--- src/hdl/rc4kc_pkg.sv ---
// Package with request codes, state encoding and sizes for the RC4 keystream engine.
package rc4kc_pkg;

    localparam int PERM_W     = 8;
    localparam int PERM_DEPTH = 256;
    localparam int LEN_W      = 9;

    typedef enum logic [1:0] {
        REQ_KEY  = 2'd0,
        REQ_INIT = 2'd1,
        REQ_DATA = 2'd2,
        REQ_RSVD = 2'd3
    } t_req;

    typedef enum logic [8:0] {
        ST_FILL   = 9'b000000001,
        ST_IDLE   = 9'b000000010,
        ST_KS_RD  = 9'b000000100,
        ST_KS_J   = 9'b000001000,
        ST_KS_W1  = 9'b000010000,
        ST_KS_W2  = 9'b000100000,
        ST_GEN_J  = 9'b001000000,
        ST_GEN_W1 = 9'b010000000,
        ST_GEN_W2 = 9'b100000000
    } t_state;

endpackage

--- src/hdl/rc4_keystream_cipher.sv ---
// RC4 keystream engine: key store, permutation memory, key schedule and generation sequencer.
// Data transaction: S[i] read on acceptance, then ST_GEN_J, ST_GEN_W1 and ST_GEN_W2, which waits
//   for a free output and registers the result; the single read port of the permutation memory
//   sets these steps (three dependent reads, two writes). Key byte transaction: stored on acceptance.
// Init transaction (none other taken meanwhile): identity fill, then ST_KS_RD..ST_KS_W2 per swap.
// Reset (synchronous, active low): pointers cleared, key_len 1, then an identity fill.
module rc4_keystream_cipher
    import rc4kc_pkg::*;
#(
    parameter int KEY_MAX = 256
) (
    input  logic             i_clk,
    input  logic             i_rst_n,
    input  logic             i_cfg_we,
    input  logic [LEN_W-1:0] i_cfg_wdata,
    input  logic             i_in_valid,
    output logic             o_in_ready,
    input  logic [1:0]       i_req_type,
    input  logic [7:0]       i_key_index,
    input  logic [7:0]       i_key_byte,
    input  logic [7:0]       i_data_byte,
    output logic             o_out_valid,
    input  logic             i_out_ready,
    output logic [7:0]       o_keystream_byte,
    output logic [7:0]       o_out_byte
);

    localparam int KEY_AW = (KEY_MAX > 1) ? $clog2(KEY_MAX) : 1;
    localparam logic [LEN_W-1:0] KeyMaxLen = LEN_W'(KEY_MAX);

    logic [PERM_W-1:0] r_perm [PERM_DEPTH];
    logic [7:0]        r_key  [KEY_MAX];
    logic [PERM_W-1:0] r_perm_rdata;
    logic [7:0]        r_key_rdata;

    t_state            r_state, n_state;
    logic              r_init_pend, n_init_pend;
    logic [7:0]        r_i, n_i;
    logic [7:0]        r_j, n_j;
    logic [7:0]        r_n, n_n;
    logic              r_out_valid, n_out_valid;
    logic [LEN_W-1:0]  r_key_len;
    logic [7:0]        r_acc, n_acc;
    logic [KEY_AW-1:0] r_pos, n_pos;
    logic [7:0]        r_si, n_si;
    logic [7:0]        r_sj, n_sj;
    logic [7:0]        r_t, n_t;
    logic [7:0]        r_data, n_data;
    logic [7:0]        r_ks, n_ks;
    logic [7:0]        r_out, n_out;

    logic              perm_we, perm_re, key_we, key_re;
    logic [7:0]        perm_waddr, perm_wdata, perm_raddr;
    logic [KEY_AW-1:0] key_waddr, key_raddr;
    logic              in_acc, out_free;
    t_req              req;
    logic [LEN_W-1:0]  eff_len, pos_inc;
    logic [7:0]        acc_nxt, ks;

    always_ff @(posedge i_clk) begin
        if (perm_we) begin
            r_perm[perm_waddr] <= perm_wdata;
        end
        if (perm_re) begin
            r_perm_rdata <= r_perm[perm_raddr];
        end
    end

    always_ff @(posedge i_clk) begin
        if (key_we) begin
            r_key[key_waddr] <= i_key_byte;
        end
        if (key_re) begin
            r_key_rdata <= r_key[key_raddr];
        end
    end

    assign o_in_ready       = (r_state == ST_IDLE);
    assign in_acc           = i_in_valid && o_in_ready;
    assign req              = t_req'(i_req_type);
    assign out_free         = !r_out_valid || i_out_ready;
    assign o_out_valid      = r_out_valid;
    assign o_keystream_byte = r_ks;
    assign o_out_byte       = r_out;

    always_comb begin
        priority if (r_key_len == '0) begin
            eff_len = LEN_W'(1);
        end else if (r_key_len > KeyMaxLen) begin
            eff_len = KeyMaxLen;
        end else begin
            eff_len = r_key_len;
        end
    end

    assign pos_inc = LEN_W'(r_pos) + LEN_W'(1);
    assign acc_nxt = r_acc + r_perm_rdata + r_key_rdata;

    always_comb begin
        priority if (r_t == r_i) begin
            ks = r_sj;
        end else if (r_t == r_j) begin
            ks = r_si;
        end else begin
            ks = r_perm_rdata;
        end
    end

    always_comb begin
        n_state     = r_state;
        n_init_pend = r_init_pend;
        n_i         = r_i;
        n_j         = r_j;
        n_n         = r_n;
        n_acc       = r_acc;
        n_pos       = r_pos;
        n_si        = r_si;
        n_sj        = r_sj;
        n_t         = r_t;
        n_data      = r_data;
        n_ks        = r_ks;
        n_out       = r_out;
        n_out_valid = r_out_valid && !i_out_ready;
        perm_we     = 1'b0;
        perm_waddr  = r_n;
        perm_wdata  = r_n;
        perm_re     = 1'b0;
        perm_raddr  = r_n;
        key_we      = 1'b0;
        key_waddr   = i_key_index[KEY_AW-1:0];
        key_re      = 1'b0;
        key_raddr   = r_pos;

        unique case (r_state)
            ST_FILL: begin
                perm_we = 1'b1;
                n_n     = r_n + 8'd1;
                if (r_n == 8'hFF) begin
                    n_init_pend = 1'b0;
                    n_acc       = '0;
                    n_pos       = '0;
                    n_state     = r_init_pend ? ST_KS_RD : ST_IDLE;
                end
            end
            ST_IDLE: begin
                if (in_acc) begin
                    unique case (req)
                        REQ_KEY: begin
                            key_we = (LEN_W'(i_key_index) < KeyMaxLen);
                        end
                        REQ_INIT: begin
                            n_i         = '0;
                            n_j         = '0;
                            n_n         = '0;
                            n_init_pend = 1'b1;
                            n_state     = ST_FILL;
                        end
                        REQ_DATA: begin
                            n_i        = r_i + 8'd1;
                            perm_re    = 1'b1;
                            perm_raddr = r_i + 8'd1;
                            n_data     = i_data_byte;
                            n_state    = ST_GEN_J;
                        end
                        default: begin
                            n_state = ST_IDLE;
                        end
                    endcase
                end
            end
            ST_KS_RD: begin
                perm_re = 1'b1;
                key_re  = 1'b1;
                n_state = ST_KS_J;
            end
            ST_KS_J: begin
                n_acc      = acc_nxt;
                n_si       = r_perm_rdata;
                perm_re    = 1'b1;
                perm_raddr = acc_nxt;
                n_state    = ST_KS_W1;
            end
            ST_KS_W1: begin
                perm_we    = 1'b1;
                perm_wdata = r_perm_rdata;
                n_state    = ST_KS_W2;
            end
            ST_KS_W2: begin
                perm_we    = 1'b1;
                perm_waddr = r_acc;
                perm_wdata = r_si;
                n_n        = r_n + 8'd1;
                n_pos      = (pos_inc >= eff_len) ? '0 : KEY_AW'(pos_inc);
                n_state    = (r_n == 8'hFF) ? ST_IDLE : ST_KS_RD;
            end
            ST_GEN_J: begin
                n_j        = r_j + r_perm_rdata;
                n_si       = r_perm_rdata;
                perm_re    = 1'b1;
                perm_raddr = r_j + r_perm_rdata;
                n_state    = ST_GEN_W1;
            end
            ST_GEN_W1: begin
                perm_we    = 1'b1;
                perm_waddr = r_i;
                perm_wdata = r_perm_rdata;
                n_sj       = r_perm_rdata;
                n_t        = r_si + r_perm_rdata;
                perm_re    = 1'b1;
                perm_raddr = r_si + r_perm_rdata;
                n_state    = ST_GEN_W2;
            end
            ST_GEN_W2: begin
                if (out_free) begin
                    perm_we     = 1'b1;
                    perm_waddr  = r_j;
                    perm_wdata  = r_si;
                    n_out_valid = 1'b1;
                    n_ks        = ks;
                    n_out       = r_data ^ ks;
                    n_state     = ST_IDLE;
                end
            end
            default: begin
                n_state = ST_IDLE;
            end
        endcase
    end

    always_ff @(posedge i_clk) begin
        if (!i_rst_n) begin
            r_state     <= ST_FILL;
            r_init_pend <= 1'b0;
            r_i         <= '0;
            r_j         <= '0;
            r_n         <= '0;
            r_out_valid <= 1'b0;
            r_key_len   <= LEN_W'(1);
        end else begin
            r_state     <= n_state;
            r_init_pend <= n_init_pend;
            r_i         <= n_i;
            r_j         <= n_j;
            r_n         <= n_n;
            r_out_valid <= n_out_valid;
            if (i_cfg_we) begin
                r_key_len <= i_cfg_wdata;
            end
        end
    end

    always_ff @(posedge i_clk) begin
        r_acc  <= n_acc;
        r_pos  <= n_pos;
        r_si   <= n_si;
        r_sj   <= n_sj;
        r_t    <= n_t;
        r_data <= n_data;
        r_ks   <= n_ks;
        r_out  <= n_out;
    end

    a_result_from_gen: assert property (@(posedge i_clk) disable iff (!i_rst_n)
        $rose(o_out_valid) |-> $past(r_state == ST_GEN_W2))
        else $error("result raised outside the final generation step");

    a_init_starts_fill: assert property (@(posedge i_clk) disable iff (!i_rst_n)
        (in_acc && i_req_type == REQ_INIT) |=> (r_state == ST_FILL && r_n == 8'd0 && r_init_pend))
        else $error("init transaction did not start the identity fill");

    a_data_advances_i: assert property (@(posedge i_clk) disable iff (!i_rst_n)
        (in_acc && i_req_type == REQ_DATA) |=> (r_i == $past(r_i) + 8'd1))
        else $error("data transaction did not advance index i");

    a_stall_holds_gen: assert property (@(posedge i_clk) disable iff (!i_rst_n)
        (r_state == ST_GEN_W2 && o_out_valid && !i_out_ready) |=> (r_state == ST_GEN_W2))
        else $error("result overwrote a pending transaction");

endmodule

--- config.mk ---
export PLATFORM = sky130hd
export DESIGN_NAME = rc4_keystream_cipher
export DESIGN_NICKNAME = d
export VERILOG_FILES = /design/src/hdl/rc4kc_pkg.sv /design/src/hdl/rc4_keystream_cipher.sv
export SDC_FILE = /design/constraint.sdc
export NUM_CORES = 2
export LEC_CHECK = 0
export BUFFER_PORTS_ARGS = -buffer_cell sky130_fd_sc_hd__buf_4
export CAP_MARGIN = 20
export CORE_ASPECT_RATIO = 1.75
export CORE_MARGIN = 2
export CORE_UTILIZATION = 45
export DETAILED_ROUTE_END_ITERATION = 7
export HOLD_SLACK_MARGIN = 0.05
export SLEW_MARGIN = 0
export SYNTH_ARGS = -nofsm -noshare
export SYNTH_HDL_FRONTEND = slang
export SYNTH_SLANG_ARGS = --single-unit
export TNS_END_PERCENT = 10
--- constraint.sdc ---
create_clock -name i_clk -period 13.8 [get_ports i_clk]
set_input_delay 3.45 -clock i_clk [delete_from_list [all_inputs] [get_ports i_clk]]
set_output_delay 3.45 -clock i_clk [all_outputs]
set_load 0.005 [all_outputs]
Yosys cells after proc, flatten, opt, wreduce, memory -nomap -nowiden:

Memory sizes are Yosys's and may differ from the RTL's. A register that Yosys moved wholly into a read port is not among the register bits.
Cells that the tools add are included.
Widths: inputs -> output; s select.

* bitwise operators: 1
* add/subtract/negate cells: 7
* mux-type cells: 46
* eq/ne operators: 19
* reductions and logical operators: 27
* magnitude comparators: 2

Operators with widths (count)
* $pmux 9 s9: 1
* $mux 8: 10
* $pmux 8 s2: 5
* $pmux 8 s3: 2
* $mux 9: 5
* $add 8x8->8: 4
* $pmux 8 s4: 1
* $pmux 9 s3: 1
* $add 8x1->8 const B: 2
* $eq 8x8->1: 2
* $mux 1: 16
* $reduce_and 3->1: 4
* $reduce_bool 2->1: 6
* $add 8x1->9 const B: 1
* $eq 9x1->1 const B: 1
* $eq 9x2->1 const B: 1
* $eq 9x3->1 const B: 1
* $eq 9x4->1 const B: 1
* $eq 9x5->1 const B: 1
* $eq 9x6->1 const B: 1
* $eq 9x7->1 const B: 1
* $eq 9x8->1 const B: 1
* $eq 9x9->1 const B: 1
* $ge 9x9->1: 1
* 18 further kinds: 32

* logic and storage cells: 119
* memories: 2
* bits in registers: 108
* output and inout bits: 18
* input bits: 40
* RAM bits: 4096

Memories
* r_key: depth 256, width 8, read ports 1, clocked after Yosys merged registers in 1, write ports 1, line rc4_keystream_cipher.sv:32 `logic [7:0] r_key [KEY_MAX];`
* r_perm: depth 256, width 8, read ports 1, clocked after Yosys merged registers in 1, write ports 1, line rc4_keystream_cipher.sv:31 `logic [PERM_W-1:0] r_perm [PERM_DEPTH];`

Longest topological paths before layout:

* depth in word-level cells: 6
* gate-level depth with buffers: 19
* depth with buffers taken out: 15

Worst setup path after synthesis:

OpenSTA, ideal clock, no wires.

* kind: input port to flip-flop
* from: in i_out_ready
* to: mem r_perm[0][0] (data pin)
* data required time: 12.979 ns
* path slack: 4.547 ns
* path buffers: 1
* library setup time: 0.821 ns
* cell stages on the path: 6
* data arrival time: 8.432 ns
* path through: nor2b_1 > nor4_2 > nand2b_1 > clkbuf_1 > a22oi_1 > nand2_1

* word-level cells in the longest chain between the ends: 3

Ends and longest elaborated chain
* start, declared: line rc4_keystream_cipher.sv:23 `input logic i_out_ready,`
* $logic_or 1x1->1: line rc4_keystream_cipher.sv:81 `assign out_free = !r_out_valid || i_out_ready;`
* $mux 8: line rc4_keystream_cipher.sv:214 `if (out_free) begin`
* $pmux 8 s3: line rc4_keystream_cipher.sv:134 `unique case (r_state)`
* net perm_wdata[0]: line rc4_keystream_cipher.sv:53 `logic [7:0] perm_waddr, perm_wdata, perm_raddr;`
* end, declared: line rc4_keystream_cipher.sv:31

The timed path passes the listed nets, and every way through them passes these cells.

Worst setup path after layout:

* from: in i_req_type[0]
* to: reg r_perm_rdata[6] (read register of r_perm) (data pin)

* word-level cells in the longest chain between the ends: 4

Ends and longest elaborated chain
* start, declared: line rc4_keystream_cipher.sv:18 `input logic [1:0] i_req_type,`
* $eq 2x2->1 *: line rc4_keystream_cipher.sv:147 `unique case (req)`
* $mux 8 or $mux 1 (tied branches): line rc4_keystream_cipher.sv:147
* $mux 8 or $mux 1 (tied branches): line rc4_keystream_cipher.sv:146 `if (in_acc) begin`
* $pmux 8 s4 or $pmux 1 s2 (tied branches): line rc4_keystream_cipher.sv:134
* end, declared: line rc4_keystream_cipher.sv:33 `logic [PERM_W-1:0] r_perm_rdata;`

Mark *: on every way between the ends. The rest lies on a longest branch, timed or not.
A chain may end at the register's enable or synchronous reset.

==> results.md <==
Outcome:
- The flow ran to the end, and the final reports show no timing, DRC or antenna violations.

Placed design:
- Buffers placed on the I/O ports in this run total 57.
- The count of placed standard cells including taps is 14278.
- The estimated wirelength of the detail-placed design is 301000 um.
- OpenSTA, run right after detailed placement, puts the worst setup slack at 4.04 ns.
- The final weighted congestion of routability-driven global placement is about 0.92.

Setup path:
- Among the stages of the critical path, the cell type that occurs most often is buf_4.
- The critical path goes through buf_4, inv_1, ha_1, nand2_1, nor4_4, buf_4, a21oi_1, and3_1, nand2_2, buf_4, nand2_1, o22ai_1, a32o_1, o31ai_1, o221ai_1, or4_1.
- The end of the worst register-to-register path is r_perm_rdata[6].
- In this run the critical register-to-register path is launched from r_perm_rdata[1].
- At the worst endpoint, the arrival time is approximately 9.3 ns.
- The cell family contributing the most delay on the critical path is simple AND/OR/NAND/NOR gates.
- The endpoint kind of the worst setup timing path is a flop.
- Along the worst path, the maximum fanout reaches 24.
- Setup slack on the worst reg-to-reg path comes out at 6.21 ns.
- The number of buffers and inverters on the critical path is 4.
- The length in cells of the worst reg-to-reg path is 16.
- STA puts the critical path data required time at 14.49 ns.
- The kind of start point of the critical path is an input port.
- The largest single stage delay on the critical path is approximately 0.71 ns.
- The cell at the slowest stage of the critical path is o31ai_1.
- The critical path class is input port to flop.
- The total number of cells along the worst setup path is 16.

GRT:
- The via count of the first global-routing pass is just over 90000.
- The first global-routing pass estimated approximately 680000 um of wire.
- The number of antenna violations at the first check in global routing was 14.
- The total global routing track utilization is roughly a quarter.
- Global routing finished with a remaining overflow of 0.
- The largest net degree at the start of global routing is around 210.

Clock tree:
- Counting every sink on the clock net gives between 4000 and 5000.
- The maximum level of the CTS H-tree is 5.
- The TritonCTS clock tree is built.
- The longest clock path from root to sink contains 4 buffers.
- The number of setup buffers added after CTS is 0.
- The latest clock arrival within the worst-skew pair is between 0.9 and 1 ns.
- The clock buffer count from CTS is between 300 and 400.
- The number of gates resized after CTS is 0.
- Clock-pin slew was measured on the worst setup and hold paths at around 0.060 ns.
- The number of hold buffers added after CTS was 0.
- The root buffer selected by CTS is clkbuf_16.

Worst hold path:
- The worst hold path terminates at r_key_len[0].
- The class of the tightest hold or removal check is flop to flop.
- The startpoint of the worst hold path is r_key_len[0].
- The hold path depth is 2.

Timing:
- Clock skew on the completed layout was measured at 0.0579 ns.
- The transition time of the tightest slew-check pin is approximately 1.3 ns.
- The headroom to the max-slew limit is between 10% and 20%.
- The count of pins over their slew limit was 0.
- The setup violation total in the final timing report is 0.
- In the finished design, the share of the clock period the worst path needs comes to 62.4%.
- The setup TNS is 0 ns.
- Based on the critical path, the design can be clocked at up to between 100 and 150 MHz.
- The hold violation total from the final report is 0.
- Setup slack on the critical path of the routed design comes to 5.18 ns.
- The routed design could run at a clock period as short as around 8.6 ns.
- Setup repair after global routing left no endpoint under its margin.

Cells and area:
- In the final layout, the share of cells above drive strength 1 is 15.7%.
- Leaving out filler cells and counting taps, the final layout contains about 15000.
- The area occupied by multi-input gates is between 30000 and 40000 um^2.
- For this run, the share of the core covered by cells in the final layout is 50.3%.
- The net total in the final layout is 9858.
- The layout overhead on the synthesized area is 11.2%.
- The top cell types in the final layout, fill and taps aside, are 4176 x edfxtp_1, 1503 x nand2_1, 711 x mux4_2.
- The layout has between 30000 and 40000 filler cells.
- The sequential cell area is around 130000 um^2.
- The most common cell after layout, fill and taps aside is edfxtp_1.

Power and ir drop:
- The static leakage is approximately 57 nW.
- The overall power of the completed layout is 29.3 mW.
- Net switching is 27.1% of the power.
- The cell-internal power is 21.4 mW.
- The worst-case IR drop observed on VDD is roughly 0.15 mV.
- In this run, the clock network consumes between 30% and 40% of the power.
- Combinational logic is responsible for about 15% of the overall power.
- Summed over all nets, the switching power comes to just under 8 mW.
- The power density over the cells is about 160 nW/um^2.
- In this run, flip-flops and latches consume between 40 and 50% of the power.

Die:
- The number of I/O pins is 58.
- The number of rows created at floorplan is 295.
- The horizontal extent of the die is 464 um.
- The floorplan step defined a core boundary enclosing 369000 um^2.
- The effective utilization at floorplan is between 40% and 50%.
- The total die area is 376000 um^2.
- The die boundary height is a little over 800 um.

Drt:
- The final wirelength is 478000 um.
- Once detail routing completed, the nets flagged for antenna violations numbered 0.
- After the first detailed-routing iteration, the DRC count stood at roughly 9700.
- After detailed routing, the average wire length per cell comes to approximately 32 um.
- The total via count in the routed design is around 90000.
- Dividing the detail-routed via count by the number of cells gives between 6 and 7.
- After detailed routing, the number of remaining DRC violations is 0.
- The number of search-and-repair iterations in the first detailed-routing pass is 6.

Synth:
- The main flop type after synthesis is edfxtp_1.
- The share of flip-flops with an asynchronous set or reset after synthesis is 0%.
- The post-synthesis area per instance is 17.2 um^2.
- The number of nets produced by synthesis is between 9000 and 10000.
- The synthesis warning total is 0.
- In this run, synthesis inferred 4176 flip-flops with an integrated enable.
- The post-synthesis sequential element count is roughly 4200.
- The cell count after synthesis came out at around 9700.
- In this run, distinct cell masters in the synthesized netlist total between 80 and 90.
- The netlist area before placement is around 170000 um^2.
- The sequential cell area fraction in the yosys report is between 70% and 80%.

Flow run:
- Max-cap violations in this run came to 0.
-- cell type report --
cell class                      count  area share, %
Antenna cell                       14         0.0189
Multi-Input combinational cell   4883           20.7
Clock buffer                      485           5.56
Sequential cell                  4220           68.1
Clock inverter                    210           1.03
Inverter                           24         0.0486
Timing Repair Buffer              258           1.26
Tap cell                         4900           3.31
-- how the worst max path moves through the flow --
stage | from | end
after detailed placement | i_req_type[0] | r_perm_rdata[6]
after global routing | i_req_type[0] | r_perm_rdata[6]
after CTS | i_req_type[0] | r_perm_rdata[6]
after floorplan | i_out_ready | r_perm[0][0]
after global placement | i_req_type[0] | r_perm_rdata[2]
final | i_req_type[0] | r_perm_rdata[6]
-- cell usage after synthesis, types with 9 or more instances --
library cell	number	share of area (%)
nand3_1	614	1.8
mux4_2	711	9.6
inv_1	22	0.049
nand2_1	1524	3.4
nor3_1	33	0.099
buf_2	178	0.53
o31ai_1	9	0.040
o311a_1	12	0.072
nand4_1	119	0.45
a21oi_1	182	0.55
a31oi_1	92	0.34
xnor2_1	12	0.063
a32oi_1	67	0.35
a21boi_0	15	0.067
o22ai_1	65	0.24
o211a_1	12	0.072
o211ai_1	14	0.063
buf_4	13	0.058
dfxtp_1	44	0.53
clkbuf_1	266	0.60
nor4_1	21	0.079
edfxtp_1	4176	75
ha_1	36	0.27
and4_1	13	0.068
buf_1	101	0.23
and3_1	36	0.13
fa_1	10	0.12
nand2b_1	11	0.041
a41oi_1	12	0.063
mux2i_1	274	1.6
nor2b_1	40	0.15
a221oi_1	10	0.052
a21o_1	21	0.094
a22oi_1	34	0.15
xor2_1	43	0.23
nor2_1	612	1.4
o21ai_0	76	0.23
buf_6	10	0.067
o311ai_0	10	0.052
and2_1	12	0.045
-- layer usage --
layer / track usage, % / vias up / part of all wire, %
li1: - / 38218 / -
met1: 27.3 / 47114 / 33
met2: 45.0 / 3919 / 53
met3: 3.60 / 1186 / 6.1
met4: 16.7 / 14 / 7.9
met5: 0 / - / 0.021
-- power groups by stage --
stage / Sequential, mW / Combinational, mW / Clock (mW)
floorplan: 14.7 / 2.76 / 0
global placement: 14.6 / 4.29 / 0
detailed placement: 14.6 / 4.34 / 0
CTS: 14.3 / 4.35 / 10.7
global route: 14.3 / 4.67 / 11.2
finish: 14.3 / 4.38 / 10.6
-- sequential cells by signal (all words and copies together), names as in the netlist --
signal,flops
key_raddr,8
o_keystream_byte,8
o_out_byte,8
o_out_valid,1
r_acc,8
r_data,8
r_i,8
r_init_pend,1
r_j,8
r_key,2048
r_key_len,9
r_key_rdata,8
r_n,8
r_perm,2048
r_perm_rdata,8
r_si,8
r_sj,8
r_state,9
r_t,8
-- worst reg2reg max path, cell delays in order, from the launching register on --
cell      delay, ns
edfxtp_1       0.81
fa_1           0.77
ha_1           0.18
inv_1          0.07
fa_1           0.46
xor2_1         0.18
nor4_1         0.10
a21oi_1        0.21
and3_1         0.49
nand2_2        0.60
buf_4          0.54
nand2_1        0.69
o22ai_1        0.19
a32o_1         0.25
o31ai_1        0.71
o221ai_1       0.57
or4_1          0.54
-- through the flow --
stage | hold slack, ns | cell area (um^2)
2_1_floorplan | 0.442 | 167000
3_3_place_gp | 0.459 | 173000
3_5_place_dp | 0.459 | 173000
4_1_cts | 0.476 | 185000
5_1_grt | 0.511 | 185000
6_report | 0.471 | 185000
-- cell families after synthesis --
| kind of cell | share of synthesized area [%] |
|---|---|
| flip-flops | 75.7 |
| AND/OR/NAND/NOR | 7.90 |
| multiplexers | 11.2 |
| AO/OA/AOI/OAI | 2.95 |
| buffers and inverters | 1.54 |
| XOR/XNOR | 0.289 |
| adder cells (fa/ha/maj) | 0.390 |
No activity file was read; power rests on OpenSTA's default activity.
